`src/hdl/hsc_pkg.sv`:
```
// ----------------------------------------------------------------------------
// hsc_pkg
// Shared types and constants for hashed drive steering with byte credits.
// ----------------------------------------------------------------------------
package hsc_pkg;

  // FNV-1a 64-bit constants
  localparam logic [63:0] FNV_BASIS = 64'hCBF2_9CE4_8422_2325;

  // FNV prime 2^40 + 0x1B3, taken apart into shift-add terms
  localparam int unsigned FNV_TERMS = 7;
  localparam int unsigned FNV_SHIFT [FNV_TERMS] = '{40, 8, 7, 5, 4, 1, 0};

  // Field widths
  localparam int unsigned HASH_W   = 64;
  localparam int unsigned CREDIT_W = 21;
  localparam int unsigned NEED_W   = CREDIT_W + 1;
  localparam int unsigned COUNT_W  = 5;

  // Number of drive credit entries
  localparam int unsigned MAX_DRIVES = 16;

  // Block rounding
  localparam int unsigned BLOCK_BYTES = 4096;
  localparam int unsigned BLOCK_SHIFT = $clog2(BLOCK_BYTES);

  // Remainder unit: bits retired per cycle
  localparam int unsigned MOD_BITS  = 4;
  localparam int unsigned MOD_STEPS = HASH_W / MOD_BITS;

  // Reset values of the registers
  localparam logic [COUNT_W-1:0]  COUNT_RESET = 5'd4;
  localparam logic [CREDIT_W-1:0] CAP_RESET   = 21'd262144;

  // Register indexes
  localparam logic REG_DRIVE_COUNT    = 1'b0;
  localparam logic REG_DRIVE_CAPACITY = 1'b1;

  // Command codes
  localparam logic CMD_KEY    = 1'b0;
  localparam logic CMD_RETURN = 1'b1;

  // Sequencer states
  typedef enum logic [2:0] {
    ST_IDLE,
    ST_MUL,
    ST_MOD,
    ST_RD,
    ST_UPD,
    ST_OUT
  } hsc_state_e;

  // Status of an iterative unit
  typedef struct packed {
    logic busy;
    logic done;
  } hsc_stat_t;

endpackage

```
`src/hdl/hsc_ram.sv`:
```
// ----------------------------------------------------------------------------
// hsc_ram
// Generic single-write, single-read RAM with registered read data.
// ----------------------------------------------------------------------------
module hsc_ram #(
  parameter int unsigned WIDTH = 21,
  parameter int unsigned DEPTH = 16,
  localparam int unsigned AW   = (DEPTH > 1) ? $clog2(DEPTH) : 1
) (
  input  logic             clk_i,
  input  logic             we_i,
  input  logic [AW-1:0]    waddr_i,
  input  logic [WIDTH-1:0] wdata_i,
  input  logic [AW-1:0]    raddr_i,
  output logic [WIDTH-1:0] rdata_o
);

  logic [WIDTH-1:0] mem_q [DEPTH];

  // Write port and registered read port
  always_ff @(posedge clk_i) begin
    if (we_i) begin
      mem_q[waddr_i] <= wdata_i;
    end
    rdata_o <= mem_q[raddr_i];
  end

endmodule

```
`src/hdl/hsc_fnv_mul.sv`:
```
// ----------------------------------------------------------------------------
// hsc_fnv_mul
// Multiply by the FNV prime modulo 2^64, one shift-add term per cycle.
// ----------------------------------------------------------------------------
module hsc_fnv_mul (
  input  logic              clk_i,
  input  logic              rst_ni,
  input  logic              start_i,
  input  logic [63:0]       operand_i,
  output logic [63:0]       product_o,
  output hsc_pkg::hsc_stat_t stat_o
);

  localparam int unsigned CW = $clog2(hsc_pkg::FNV_TERMS);
  localparam logic [CW-1:0] LAST_TERM = CW'(hsc_pkg::FNV_TERMS - 1);

  logic [63:0]   x_q;
  logic [63:0]   acc_q;
  logic [CW-1:0] cnt_q;
  logic          busy_q;
  logic          done_q;

  // Control: run through the terms, pulse done after the last one
  always_ff @(posedge clk_i or negedge rst_ni) begin
    if (!rst_ni) begin
      busy_q <= 1'b0;
      done_q <= 1'b0;
      cnt_q  <= '0;
    end else begin
      done_q <= 1'b0;
      if (start_i) begin
        busy_q <= 1'b1;
        cnt_q  <= '0;
      end else if (busy_q) begin
        cnt_q <= cnt_q + 1'b1;
        if (cnt_q == LAST_TERM) begin
          busy_q <= 1'b0;
          done_q <= 1'b1;
        end
      end
    end
  end

  // Datapath: accumulate one shifted copy of the operand per cycle
  always_ff @(posedge clk_i) begin
    if (start_i) begin
      x_q   <= operand_i;
      acc_q <= '0;
    end else if (busy_q) begin
      acc_q <= acc_q + (x_q << hsc_pkg::FNV_SHIFT[cnt_q]);
    end
  end

  assign product_o   = acc_q;
  assign stat_o.busy = busy_q;
  assign stat_o.done = done_q;

endmodule

```
`src/hdl/hsc_mod.sv`:
```
// ----------------------------------------------------------------------------
// hsc_mod
// Remainder of a 64-bit word by a 5-bit divisor, a few bits per cycle.
// ----------------------------------------------------------------------------
module hsc_mod (
  input  logic                         clk_i,
  input  logic                         rst_ni,
  input  logic                         start_i,
  input  logic [hsc_pkg::HASH_W-1:0]   dividend_i,
  input  logic [hsc_pkg::COUNT_W-1:0]  divisor_i,
  output logic [hsc_pkg::COUNT_W-1:0]  rem_o,
  output hsc_pkg::hsc_stat_t           stat_o
);

  localparam int unsigned CW = $clog2(hsc_pkg::MOD_STEPS);
  localparam logic [CW-1:0] LAST_STEP = CW'(hsc_pkg::MOD_STEPS - 1);

  logic [hsc_pkg::HASH_W-1:0]  dvd_q;
  logic [hsc_pkg::COUNT_W-1:0] div_q;
  logic [hsc_pkg::COUNT_W-1:0] r_q;
  logic [hsc_pkg::COUNT_W-1:0] r_d;
  logic [CW-1:0]               cnt_q;
  logic                        busy_q;
  logic                        done_q;

  // Restoring remainder steps over the top dividend bits
  always_comb begin
    logic [hsc_pkg::COUNT_W:0] t;
    r_d = r_q;
    for (int i = 0; i < hsc_pkg::MOD_BITS; i++) begin
      t = {r_d, dvd_q[hsc_pkg::HASH_W-1-i]};
      if (t >= {1'b0, div_q}) begin
        t = t - {1'b0, div_q};
      end
      r_d = t[hsc_pkg::COUNT_W-1:0];
    end
  end

  // Control: count steps, pulse done after the last one
  always_ff @(posedge clk_i or negedge rst_ni) begin
    if (!rst_ni) begin
      busy_q <= 1'b0;
      done_q <= 1'b0;
      cnt_q  <= '0;
    end else begin
      done_q <= 1'b0;
      if (start_i) begin
        busy_q <= 1'b1;
        cnt_q  <= '0;
      end else if (busy_q) begin
        cnt_q <= cnt_q + 1'b1;
        if (cnt_q == LAST_STEP) begin
          busy_q <= 1'b0;
          done_q <= 1'b1;
        end
      end
    end
  end

  // Datapath: shift the dividend out, hold the partial remainder
  always_ff @(posedge clk_i) begin
    if (start_i) begin
      dvd_q <= dividend_i;
      div_q <= divisor_i;
      r_q   <= '0;
    end else if (busy_q) begin
      dvd_q <= dvd_q << hsc_pkg::MOD_BITS;
      r_q   <= r_d;
    end
  end

  assign rem_o       = r_q;
  assign stat_o.busy = busy_q;
  assign stat_o.done = done_q;

endmodule

```
`src/hdl/hashed_drive_steering_with_credits.sv`:
```
// ----------------------------------------------------------------------------
// hashed_drive_steering_with_credits
// Hash request keys with FNV-1a, steer to a drive, gate by byte credit.
// ----------------------------------------------------------------------------
// Input words carry either one key byte (cmd 0) or a credit return (cmd 1).
// Key bytes fold into a 64-bit FNV-1a hash; the byte marked last yields one
// result word: drive = hash mod drive count, grant flag, charged bytes and
// the hash. Data requests are rounded up to whole blocks and charged against
// the chosen drive's credit; returns add back, saturating at the capacity.
// Both channels use valid/stall; the APB port writes drive_count (0x0) and
// drive_capacity (0x4), and a capacity write reloads every drive credit.
// One word is worked on at a time and in_stall_o is high meanwhile.
// A key byte passes through the seven-term shift-add multiply by the FNV
// prime. The last byte then goes through the 4-bit-per-cycle remainder unit,
// the credit RAM read and update (data requests only) and the load of the
// output register. A credit return goes through the RAM read and update.
// The result sits in an output register; while the receiver stalls it holds
// and further non-final words are still taken. Reset clears the hash to the
// offset basis, restores register defaults and marks all credits as full.
// ----------------------------------------------------------------------------
module hashed_drive_steering_with_credits (
  input  logic        clk_i,
  input  logic        rst_ni,
  // input channel
  input  logic        in_valid_i,
  output logic        in_stall_o,
  input  logic        cmd_i,
  input  logic [7:0]  key_byte_i,
  input  logic        key_last_i,
  input  logic        is_data_op_i,
  input  logic [20:0] request_bytes_i,
  input  logic [3:0]  drive_index_i,
  // output channel
  output logic        out_valid_o,
  input  logic        out_stall_i,
  output logic [3:0]  drive_o,
  output logic        granted_o,
  output logic [20:0] charged_bytes_o,
  output logic [63:0] key_hash_o,
  // configuration port
  input  logic        psel,
  input  logic        penable,
  input  logic        pwrite,
  input  logic [2:0]  paddr,
  input  logic [31:0] pwdata,
  output logic [31:0] prdata,
  output logic        pready
);

  localparam int unsigned MAX_DRIVES = hsc_pkg::MAX_DRIVES;
  localparam int unsigned AW  = (MAX_DRIVES > 1) ? $clog2(MAX_DRIVES) : 1;
  localparam int unsigned CRW = hsc_pkg::CREDIT_W;
  localparam int unsigned NW  = hsc_pkg::NEED_W;
  localparam int unsigned BS  = hsc_pkg::BLOCK_SHIFT;
  localparam int unsigned CNW = hsc_pkg::COUNT_W;

  hsc_pkg::hsc_state_e state_q, state_d;

  // configuration and state
  logic [CNW-1:0]        count_q;
  logic [CRW-1:0]        cap_q;
  logic [63:0]           hash_q;
  logic [MAX_DRIVES-1:0] vld_q;

  // latched input word
  logic           cmd_q;
  logic           last_q;
  logic           data_q;
  logic [CRW-1:0] bytes_q;
  logic [AW-1:0]  addr_q;

  // result being built
  logic [63:0]    res_hash_q;
  logic [CNW-1:0] res_drive_q;
  logic           res_grant_q;
  logic [CRW-1:0] res_charge_q;

  // output register
  logic           out_valid_q;
  logic [3:0]     out_drive_q;
  logic           out_grant_q;
  logic [CRW-1:0] out_charge_q;
  logic [63:0]    out_hash_q;

  // unit hookup
  logic               mul_start;
  logic [63:0]        mul_product;
  hsc_pkg::hsc_stat_t mul_st;
  logic               mod_start;
  logic [CNW-1:0]     mod_rem;
  hsc_pkg::hsc_stat_t mod_st;
  logic               ram_we;
  logic [CRW-1:0]     ram_wdata;
  logic [CRW-1:0]     ram_rdata;

  // misc
  logic           in_acc;
  logic           out_free;
  logic           cfg_we;
  logic [CNW-1:0] eff_count;
  logic [NW-1:0]  round_sum;
  logic [NW-1:0]  need;
  logic [CRW-1:0] credit;
  logic [NW:0]    ret_sum;
  logic           fits;
  logic           idx_ok;

  // ---------------------------------------------------------------------------
  // Configuration port
  // ---------------------------------------------------------------------------
  assign pready = 1'b1;
  assign cfg_we = psel & penable & pwrite;

  always_comb begin
    unique case (paddr[2])
      hsc_pkg::REG_DRIVE_COUNT:    prdata = 32'(count_q);
      hsc_pkg::REG_DRIVE_CAPACITY: prdata = 32'(cap_q);
      default:                     prdata = '0;
    endcase
  end

  // ---------------------------------------------------------------------------
  // Shared units
  // ---------------------------------------------------------------------------
  hsc_fnv_mul u_mul (
    .clk_i     (clk_i),
    .rst_ni    (rst_ni),
    .start_i   (mul_start),
    .operand_i (hash_q ^ {56'd0, key_byte_i}),
    .product_o (mul_product),
    .stat_o    (mul_st)
  );

  hsc_mod u_mod (
    .clk_i      (clk_i),
    .rst_ni     (rst_ni),
    .start_i    (mod_start),
    .dividend_i (mul_product),
    .divisor_i  (eff_count),
    .rem_o      (mod_rem),
    .stat_o     (mod_st)
  );

  hsc_ram #(
    .WIDTH (CRW),
    .DEPTH (MAX_DRIVES)
  ) u_credit_ram (
    .clk_i   (clk_i),
    .we_i    (ram_we),
    .waddr_i (addr_q),
    .wdata_i (ram_wdata),
    .raddr_i (addr_q),
    .rdata_o (ram_rdata)
  );

  // ---------------------------------------------------------------------------
  // Arithmetic on the latched word
  // ---------------------------------------------------------------------------
  always_comb begin
    if (count_q == '0) begin
      eff_count = CNW'(1);
    end else if (32'(count_q) > MAX_DRIVES) begin
      eff_count = CNW'(MAX_DRIVES);
    end else begin
      eff_count = count_q;
    end
  end

  // round up to whole blocks
  assign round_sum = {1'b0, bytes_q} + NW'(hsc_pkg::BLOCK_BYTES - 1);
  assign need      = {round_sum[NW-1:BS], BS'(0)};

  // an entry never written since reset or reload reads as full
  assign credit  = vld_q[addr_q] ? ram_rdata : cap_q;
  assign fits    = {1'b0, credit} >= need;
  assign ret_sum = {2'b00, credit} + {1'b0, need};
  assign idx_ok  = 32'(drive_index_i) < MAX_DRIVES;

  assign in_stall_o = (state_q != hsc_pkg::ST_IDLE);
  assign in_acc     = in_valid_i & ~in_stall_o;
  assign out_free   = ~out_valid_q | ~out_stall_i;

  // ---------------------------------------------------------------------------
  // Sequencer
  // ---------------------------------------------------------------------------
  always_ff @(posedge clk_i or negedge rst_ni) begin
    if (!rst_ni) begin
      state_q <= hsc_pkg::ST_IDLE;
    end else begin
      state_q <= state_d;
    end
  end

  always_comb begin
    state_d   = state_q;
    mul_start = 1'b0;
    mod_start = 1'b0;
    ram_we    = 1'b0;
    ram_wdata = '0;
    unique case (state_q)
      hsc_pkg::ST_IDLE: begin
        if (in_acc) begin
          if (cmd_i == hsc_pkg::CMD_KEY) begin
            mul_start = 1'b1;
            state_d   = hsc_pkg::ST_MUL;
          end else if (idx_ok) begin
            state_d = hsc_pkg::ST_RD;
          end
        end
      end
      hsc_pkg::ST_MUL: begin
        if (mul_st.done) begin
          if (last_q) begin
            mod_start = 1'b1;
            state_d   = hsc_pkg::ST_MOD;
          end else begin
            state_d = hsc_pkg::ST_IDLE;
          end
        end
      end
      hsc_pkg::ST_MOD: begin
        if (mod_st.done) begin
          state_d = data_q ? hsc_pkg::ST_RD : hsc_pkg::ST_OUT;
        end
      end
      hsc_pkg::ST_RD: begin
        state_d = hsc_pkg::ST_UPD;
      end
      hsc_pkg::ST_UPD: begin
        if (cmd_q == hsc_pkg::CMD_RETURN) begin
          ram_we    = 1'b1;
          ram_wdata = (ret_sum > {2'b00, cap_q}) ? cap_q : ret_sum[CRW-1:0];
          state_d   = hsc_pkg::ST_IDLE;
        end else begin
          ram_we    = fits;
          ram_wdata = credit - need[CRW-1:0];
          state_d   = hsc_pkg::ST_OUT;
        end
      end
      hsc_pkg::ST_OUT: begin
        if (out_free) begin
          state_d = hsc_pkg::ST_IDLE;
        end
      end
      default: begin
        state_d = hsc_pkg::ST_IDLE;
      end
    endcase
  end

  // ---------------------------------------------------------------------------
  // Control registers: config, hash, valid bits, output valid
  // ---------------------------------------------------------------------------
  always_ff @(posedge clk_i or negedge rst_ni) begin
    if (!rst_ni) begin
      count_q     <= hsc_pkg::COUNT_RESET;
      cap_q       <= hsc_pkg::CAP_RESET;
      hash_q      <= hsc_pkg::FNV_BASIS;
      vld_q       <= '0;
      out_valid_q <= 1'b0;
    end else begin
      // advance the hash, restart it after the last byte
      if (state_q == hsc_pkg::ST_MUL && mul_st.done) begin
        hash_q <= last_q ? hsc_pkg::FNV_BASIS : mul_product;
      end
      // mark a credit entry as written; a capacity write clears every mark
      if (cfg_we && paddr[2] == hsc_pkg::REG_DRIVE_CAPACITY) begin
        vld_q <= '0;
      end else if (ram_we) begin
        vld_q[addr_q] <= 1'b1;
      end
      // load a new output word when done, else drop the one taken
      if (state_q == hsc_pkg::ST_OUT && out_free) begin
        out_valid_q <= 1'b1;
      end else if (out_valid_q && !out_stall_i) begin
        out_valid_q <= 1'b0;
      end
      // register writes
      if (cfg_we) begin
        unique case (paddr[2])
          hsc_pkg::REG_DRIVE_COUNT: begin
            count_q <= pwdata[CNW-1:0];
          end
          hsc_pkg::REG_DRIVE_CAPACITY: begin
            cap_q <= pwdata[CRW-1:0];
          end
          default: begin
          end
        endcase
      end
    end
  end

  // ---------------------------------------------------------------------------
  // Payload registers
  // ---------------------------------------------------------------------------
  always_ff @(posedge clk_i) begin
    // latch the accepted word
    if (in_acc) begin
      cmd_q   <= cmd_i;
      last_q  <= key_last_i;
      data_q  <= is_data_op_i;
      bytes_q <= request_bytes_i;
      addr_q  <= AW'(drive_index_i);
    end
    // hold each product; after the last byte this is the final hash
    if (state_q == hsc_pkg::ST_MUL && mul_st.done) begin
      res_hash_q <= mul_product;
    end
    // steer to a drive; non-data requests are granted at no charge
    if (state_q == hsc_pkg::ST_MOD && mod_st.done) begin
      res_drive_q  <= mod_rem;
      addr_q       <= AW'(mod_rem);
      res_grant_q  <= 1'b1;
      res_charge_q <= '0;
    end
    // grant or refuse against the drive's credit
    if (state_q == hsc_pkg::ST_UPD && cmd_q == hsc_pkg::CMD_KEY) begin
      res_grant_q  <= fits;
      res_charge_q <= fits ? need[CRW-1:0] : '0;
    end
    // load the output register
    if (state_q == hsc_pkg::ST_OUT && out_free) begin
      out_drive_q  <= res_drive_q[3:0];
      out_grant_q  <= res_grant_q;
      out_charge_q <= res_charge_q;
      out_hash_q   <= res_hash_q;
    end
  end

  assign out_valid_o     = out_valid_q;
  assign drive_o         = out_drive_q;
  assign granted_o       = out_grant_q;
  assign charged_bytes_o = out_charge_q;
  assign key_hash_o      = out_hash_q;

`ifndef SYNTHESIS
  // the multiplier and the remainder unit never finish together
  a_units_exclusive: assert property (@(posedge clk_i) disable iff (!rst_ni)
    !(mul_st.done && mod_st.done))
    else $error("multiply and remainder finished in the same cycle");

  // a refused request is never charged
  a_refused_free: assert property (@(posedge clk_i) disable iff (!rst_ni)
    (out_valid_o && !granted_o) |-> (charged_bytes_o == '0))
    else $error("refused request carries a charge");

  // charges are whole blocks
  a_charge_blocks: assert property (@(posedge clk_i) disable iff (!rst_ni)
    out_valid_o |-> (charged_bytes_o[BS-1:0] == '0))
    else $error("charge is not a whole number of blocks");

  // a stored credit never exceeds the capacity
  a_credit_cap: assert property (@(posedge clk_i) disable iff (!rst_ni)
    ram_we |-> (ram_wdata <= cap_q))
    else $error("credit written above capacity");
`endif

endmodule

```
`config.mk`:
```
export PLATFORM = sky130hd
export DESIGN_NAME = hashed_drive_steering_with_credits
export DESIGN_NICKNAME = d
export VERILOG_FILES = /design/src/hdl/hsc_pkg.sv /design/src/hdl/hsc_ram.sv /design/src/hdl/hsc_fnv_mul.sv /design/src/hdl/hsc_mod.sv /design/src/hdl/hashed_drive_steering_with_credits.sv
export SDC_FILE = /design/constraint.sdc
export NUM_CORES = 1
export LEC_CHECK = 0
export ABC_AREA = 1
export BUFFER_PORTS_ARGS = -buffer_cell sky130_fd_sc_hd__buf_2
export CAP_MARGIN = 20
export CORE_ASPECT_RATIO = 2
export CORE_MARGIN = 2
export CORE_UTILIZATION = 45
export CTS_CLUSTER_DIAMETER = 40
export DETAILED_ROUTE_END_ITERATION = 8
export GPL_TIMING_DRIVEN = 0
export PLACE_DENSITY = 0.64
export SLEW_MARGIN = 40
export SYNTH_ARGS = -nofsm -noshare
export SYNTH_HDL_FRONTEND = slang
export SYNTH_SLANG_ARGS = --single-unit
```
`constraint.sdc`:
```
create_clock -name clk_i -period 7.6 [get_ports clk_i]
set_clock_uncertainty 0.1 [all_clocks]
set_input_delay 1.14 -clock clk_i [delete_from_list [all_inputs] [get_ports clk_i]]
set_output_delay 1.14 -clock clk_i [all_outputs]
set_load 0.05 [all_outputs]
```
* Word level (Yosys, flattened, before mapping)
Memory sizes are Yosys's and may differ from the RTL's. A register that Yosys moved wholly into a read port is not among the register bits.
Cells that the tools add are included.
** Storage, ports and cells
- Memories kept :: 2
- Register bits after elaboration :: 531
- Memory bits (read-only) :: 256
- Bits in writable memories :: 336
- Input bits :: 78
- Word-level logic and storage cells :: 163
** Cells by class
- Order comparisons :: 10
- Reductions and logical operators :: 21
- Bitwise logic cells :: 12
- Add/subtract/negate cells :: 10
- Shift operators :: 1
- Muxes and demuxes :: 65
- Eq/ne operators :: 11
** Memory list
- u_credit_ram.mem_q :: depth 16, bits a word 21, rd ports 1, clocked after Yosys merged registers in 1, wr ports 1, line hsc_ram.sv:18 : logic [WIDTH-1:0] mem_q [DEPTH];
- (name not given) :: depth 8, bits a word 32, rd ports 1, clocked after Yosys merged registers in 0, wr ports 0, line hsc_fnv_mul.sv:50 : acc_q <= acc_q + (x_q << hsc_pkg::FNV_SHIFT[cnt_q]);
** Operators by type and width (count)
- $mux 64 :: 3
- $mux 21 :: 7
- $add 64x64->64 :: 1
- $mux 32 :: 2
- $pmux 32 s2 :: 1
- $shl 64x32->64 :: 1
- $xor 64x8->64 :: 1
- $mux 16 :: 2
- $mux 1 :: 28
- $mux 5 :: 5
- $ge 6x5->1 :: 4
- $mux 3 :: 8
- $add 21x22->23 :: 1
- $gt 23x21->1 :: 1
- $add 21x12->22 const B :: 1
- $ge 21x22->1 :: 1
- $sub 21x21->21 :: 1
- $sub 5x5->5 :: 4
- $pmux 3 s6 :: 1
- $mux 4 :: 4
- $or 16x16->16 :: 1
- $reduce_bool 2->1 :: 6
- $eq 3x3->1 const B :: 3
- $logic_and 1x1->1 :: 7
- 25 further kinds :: 36

* Logic depth before layout (Yosys ltp)
- Word-level depth :: 8
- Mapped depth :: 39
- Mapped depth without buffers :: 39

* By module
Synthesis repeated with hierarchy kept, for this count alone.
** Second synthesis, totals
- Cell total of the unflattened synthesis :: 5354
- Area, all modules :: 45516.2 um^2
** By module, submodules not included
- hsc_ram :: cells an instance 1401, area an instance 14924.3 um^2, instances 1
- hashed_drive_steering_with_credits :: cells an instance 1359, area an instance 13581.8 um^2, instances 1
- hsc_fnv_mul :: cells an instance 2087, area an instance 12582.1 um^2, instances 1
- hsc_mod :: cells an instance 507, area an instance 4428.0 um^2, instances 1

* Worst setup path after synthesis
OpenSTA, ideal clock, no wires.
- Kind :: input-to-reg
- From :: in out_stall_i
- To :: reg out_charge_q[12], in the netlist charged_bytes_o[12], enable pin
- Library setup time :: 540 ps
- Slack :: 2021 ps
- Arrival time :: 4938 ps
- Cell stages on the path :: 1
- Cell sequence :: a21oi_1
** Between the ends
- Longest elaborated chain between the ends :: 3
** Ends and longest elaborated chain
- start, declared :: line hashed_drive_steering_with_credits.sv:35 : input logic out_stall_i,
- $not 1->1 :: line hashed_drive_steering_with_credits.sv:181 : assign out_free = ~out_valid_q | ~out_stall_i;
- $or 1x1->1 :: line hashed_drive_steering_with_credits.sv:181
- $logic_and 1x1->1 :: line hashed_drive_steering_with_credits.sv:323 : if (state_q == hsc_pkg::ST_OUT && out_free) begin
- end signal, assigned :: line hashed_drive_steering_with_credits.sv:326 : out_charge_q <= res_charge_q;
- end, declared :: line hashed_drive_steering_with_credits.sv:82 : logic [CRW-1:0] out_charge_q;
Every way passes these cells.
A chain may end at the register's enable or synchronous reset.

* Final worst setup path
- From :: reg addr_q[0]
- To :: mem u_credit_ram.mem_q[0][5], data pin
** Between the ends
- Longest elaborated chain between the ends :: 8
** Ends and longest elaborated chain
- start, declared :: line hashed_drive_steering_with_credits.sv:70 : logic [AW-1:0] addr_q;
- start signal, assigned :: line hashed_drive_steering_with_credits.sv:304 : addr_q <= AW'(drive_index_i);
- start signal, assigned :: line hashed_drive_steering_with_credits.sv:313 : addr_q <= AW'(mod_rem);
- $bmux 1 s4 (*) :: line hashed_drive_steering_with_credits.sv:174 : assign credit = vld_q[addr_q] ? ram_rdata : cap_q;
- $mux 1 (not written as such) (*) :: line hashed_drive_steering_with_credits.sv:174
- $mux 21 (*) :: line hashed_drive_steering_with_credits.sv:174
- $add 21x22->23 :: line hashed_drive_steering_with_credits.sv:176 : assign ret_sum = {2'b00, credit} + {1'b0, need};
- $gt 23x21->1 :: line hashed_drive_steering_with_credits.sv:232 : ram_wdata = (ret_sum > {2'b00, cap_q}) ? cap_q : ret_sum[CRW-1:0];
- $mux 21 :: line hashed_drive_steering_with_credits.sv:232
- $mux 21 (*) :: line hashed_drive_steering_with_credits.sv:230 : if (cmd_q == hsc_pkg::CMD_RETURN) begin
- $mux 21 (*) :: line hashed_drive_steering_with_credits.sv:200 : unique case (state_q)
- net ram_wdata[5] :: line hashed_drive_steering_with_credits.sv:93 : logic [CRW-1:0] ram_wdata;
- end, declared :: line hsc_ram.sv:18
The timed path passes the listed nets; every way through them passes the cells marked *. The select of a mux whose other input is x is not followed.

==> metrics.csv <==
stage;metric;value;unit
run_status;outcome;finished, final reports clean;
logic_synthesis;synthFlopType;edfxtp_1;
global_routing;grt_use_total;28.7;%
critical_path;cp_slowest_cell;nor2_2;
detailed_routing;wire_per_inst;23.2;um
pwr;switching_share;27.0;%
sta;rsz0062_at_grt;false;
sta;max_clock_freq;151;MHz
place;dp_hpwl;106000;um
cells_and_area;stdcell_count;5998;
critical_path;arrival;6930;ps
place;post-place-cells;5825;
logic_synthesis;yosys.area_share.simple;15.7;%
detailed_routing;drt-total-wl;139000;um
pwr;seqPwrFrac;48.1;%
critical_path;cp_max_fo;16;
pwr;power.density;227;nW/um^2
clock_tree;clock_path_buffers;3;
pwr;p_total;11.1;mW
sta;period_share;87.1;%
logic_synthesis;synth-compound-area-share;14.1;%
critical_path;worstSetupPathType;flop to flop;
clock_tree;path_clk_slew;60;ps
clock_tree;clkSinkCount;864;
pwr;switching_power;2.99;mW
clock_tree;cts-resized-gates;0;
sta;timing.final.ws_setup;982;ps
logic_synthesis;yosysSeqAreaShare;57.9;%
sta;slew_viol_final;0;
clock_tree;h-tree-depth;3;
logic_synthesis;synth_area;42300;sq um
detailed_routing;ant_nets;0;
sta;finalHoldViolations;0;
logic_synthesis;synth_top_family_by_area;simple AND/OR/NAND/NOR gates;
global_routing;grt_pass1_wl;204000;um
clock_tree;clock_latency;720;ps
cells_and_area;area_growth;15.3;%
pwr;clkPwrFrac;42.0;%
cells_and_area;final_core_util;52.1;%
logic_synthesis;avgSynthCellArea;9.60;sq um
place;gp_congestion;0.979;
global_routing;grt_pass1_vias;32300;
logic_synthesis;synth_cells;4404;
critical_path;regToRegSetupSlack;980;ps
critical_path;crit-reg2reg-capture;u_credit_ram.mem_q[0][5]$_DFFE_PP_;
sta;max_slew_margin;35.3;%
floorplan;die_height;437;um
logic_synthesis;synth-adder-area-share;4.15;%
critical_path;slowest_delay;680;ps
floorplan;ios;203;
critical_path;critical_path.startpoint;addr_q[0]$_DFFE_PP_;
sta;worst_pin_slew;970;ps
floorplan;die_area;96600;sq um
sta;min_period;6620;ps
detailed_routing;vias;33400;
pwr;vdd_drop_max;0.267;mV
cells_and_area;n_fill_cell;8520;
logic_synthesis;synthArstFlopShare;14.0;%
hold_path;min_path_type;input pin to async pin;
critical_path;reg2reg_depth;27;
detailed_routing;drt-initial-drc-count;3337;
floorplan;fp-row-count;159;
logic_synthesis;synth-xor-area-share;1.18;%
critical_path;critPathLaunchType;flop;
place;pre_cts_slack;1070;ps
critical_path;critPathRequiredTime;7910;ps
global_routing;grt_start_max_net_pins;48;
sta;hold_ws;218;ps
clock_tree;cts_setup_buffers;0;
run;cap_violations;0;
cells_and_area;drive_gt1_share;10.9;%
floorplan;start_util;45.2;%
logic_synthesis;ys_ff_latch;864;
sta;setup_viol;0;
floorplan;core_area;93500;sq um
floorplan;die_w;221;um
critical_path;endpoint_kind;flop;
critical_path;crit-reg2reg-launch;addr_q[0]$_DFFE_PP_;
critical_path;critPathCapture;u_credit_ram.mem_q[0][5]$_DFFE_PP_;
clock_tree;cts_tree;yes;
clock_tree;root_buffer;clkbuf_16;
detailed_routing;post-route-drc-count;0;
pwr;p_leak;19.3;nW
logic_synthesis;muxShareOfSynthArea;0.379;%
pwr;combPwrFrac;9.9;%
detailed_routing;drt-vias-per-instance;5.57;
logic_synthesis;synth_edf_count;653;
critical_path;cpMostUsedCell;nand2_1;
place;io_buffers;165;
detailed_routing;first_pass_iters;6;
logic_synthesis;synth.distinct_cells;58;
clock_tree;cts_buffers;89;
global_routing;grt.overflow.total;0;
pwr;internal_power;8.06;mW
clock_tree;cts_hold_buf;0;
cells_and_area;nets;4926;
logic_synthesis;ys_warn_count;0;
global_routing;antenna_found_initial;3;
sequential cells by signal (all words and copies together) (netlist names), 9 cells and up:
name                  cells
u_credit_ram.mem_q      336
cap_q                    21
u_credit_ram.rdata_o     21
charged_bytes_o           9
u_mul.x_q                64
bytes_q                  21
u_mul.product_o          64
hash_q                   64
res_charge_q              9
res_hash_q               64
vld_q                    16
key_hash_o               64
u_mod.dvd_q              64
cell families (layout without fill, tap and decap cells):
kind of cell               Yosys count  after routing
AOI/OAI and AO/OA                 1021           1021
xor gates and xnor gates            57             57
adders and majority gates          136            136
buffers and inverters              709           1072
DFF                                864            864
muxes                               16             16
other                                2             26
and+or+nand+nor                   1599           1599
area by class of cell:
class                      count  area [sq um]  area share (%)
tap                         1207          1510            3.10
multi-input combinational   2853         15300            31.3
timing repair buffer         195          1460            2.99
clock buffer                 109          2420            4.96
sequential                   864         24500            50.2
buffer                       207           938            1.93
clock inverter                59           778            1.60
antenna                        2          5.00          0.0103
inverter                     502          1900            3.90
per-layer routing:
layer | share of wire, % | up-vias | GRT usage, %
li1 | - | 15700 | -
met1 | 42 | 16100 | 39.4
met2 | 47 | 1364 | 46.5
met5 | 0.0079 | - | 0
met3 | 6.9 | 222 | 4.16
met4 | 3.4 | 2 | 9.71
power groups by stage:
stage               registers (mW)  clock network [mW]  logic, mW
detailed placement            5.41                   0       1.07
global route                  5.32                4.90       1.22
CTS                           5.31                4.72       1.08
finish                        5.31                4.65       1.09
global placement              5.41                   0       1.05
floorplan                     5.29                   0      0.774
placed cells by master (no fill, tap or decap), types with 10 or more instances in the layout:
| cell type | synthesis | routed |
|---|---|---|
| nand2_2 | 17 | 17 |
| xor2_1 | 44 | 44 |
| nor2_2 | 17 | 19 |
| buf_16 | 0 | 15 |
| buf_1 | 20 | 18 |
| mux2i_1 | 16 | 16 |
| dfxtp_1 | 90 | 90 |
| o21ai_0 | 421 | 418 |
| inv_6 | 0 | 12 |
| inv_1 | 492 | 489 |
| or4_1 | 21 | 21 |
| a22oi_1 | 168 | 168 |
| nand4_1 | 43 | 43 |
| a21oi_1 | 258 | 255 |
| a31oi_1 | 16 | 16 |
| buf_4 | 25 | 28 |
| o22ai_1 | 11 | 11 |
| nor3_1 | 24 | 24 |
| a21o_1 | 21 | 21 |
| dfrtp_1 | 91 | 91 |
| buf_2 | 19 | 184 |
| conb_1 | 2 | 24 |
| nand2_1 | 977 | 977 |
| nor2_1 | 348 | 327 |
| xnor2_1 | 13 | 13 |
| o21bai_1 | 55 | 55 |
| clkbuf_16 | 0 | 92 |
| dfstp_2 | 30 | 30 |
| buf_8 | 0 | 12 |
| nand3_1 | 118 | 118 |
| clkbuf_1 | 139 | 142 |
| clkinv_1 | 5 | 10 |
| o211ai_1 | 24 | 24 |
| clkbuf_2 | 0 | 10 |
| nor2_4 | 1 | 20 |
| ha_1 | 129 | 129 |
| edfxtp_1 | 653 | 653 |
cells in the mapped netlist (4+ instances only):
master	number	area, sq um
or4_1	21	158
nand2_4	5	56.3
o221ai_1	8	70.1
a22oi_1	168	1260
dfrtp_1	91	2280
buf_4	25	188
o21ai_1	6	30.0
o21a_1	6	45.0
nor4_1	6	37.5
a21o_1	21	158
a221o_1	4	40.0
edfxtp_1	653	19600
nand4_1	43	269
or2_2	8	50.1
clkinv_1	5	18.8
clkbuf_1	139	522
nand3_1	118	591
mux2i_1	16	160
nand2_2	17	106
a211oi_1	5	37.5
nand2_1	977	3670
fa_1	7	140
nand3b_1	4	30.0
a31oi_1	16	100
xnor2_1	13	114
nor2_1	348	1310
inv_1	492	1850
dfxtp_1	90	1800
o22ai_1	11	68.8
a21oi_1	258	1290
buf_6	4	45.0
o211ai_1	24	180
o21bai_1	55	413
buf_2	19	95.1
dfstp_2	30	788
inv_2	5	18.8
ha_1	129	1610
a221oi_1	4	35.0
buf_1	20	75.1
nor3_1	24	120
nor2_2	17	106
xor2_1	44	385
o21ai_0	421	2110
critical path: cells and delay by family (launching register included):
kind,cells,cell delay (ps)
AND/OR/NAND/NOR,12,2020
adder cells (fa/ha/maj),2,640
XOR/XNOR,1,240
flip-flops,1,540
buffers and inverters,6,1590
AO/OA/AOI/OAI,6,1120
worst min-delay path by stage:
stage / from / end / slack (ps) / depth (start not counted)
4_1_cts: rst_ni / hash_q[29]$_DFFE_PN0P_ / 180 / 1
3_3_place_gp: res_hash_q[6]$_DFFE_PP_ / key_hash_o[6]$_DFFE_PP_ / 300 / 0
5_1_grt: rst_ni / hash_q[28]$_DFFE_PN0P_ / 210 / 1
2_1_floorplan: res_charge_q[12]$_SDFFCE_PN0P_ / charged_bytes_o[12]$_DFFE_PP_ / 300 / 0
3_5_place_dp: res_charge_q[13]$_SDFFCE_PN0P_ / charged_bytes_o[13]$_DFFE_PP_ / 300 / 0
6_report: rst_ni / hash_q[29]$_DFFE_PN0P_ / 220 / 1
through the flow:
stage	cell area [sq um]	TNS [ps]
after detailed placement	45500	0
after global routing	48700	0
after CTS	48600	0
after global placement	44700	-51600
after floorplan	42400	0
final	48700	0
Power figures use the tool's default switching activity.
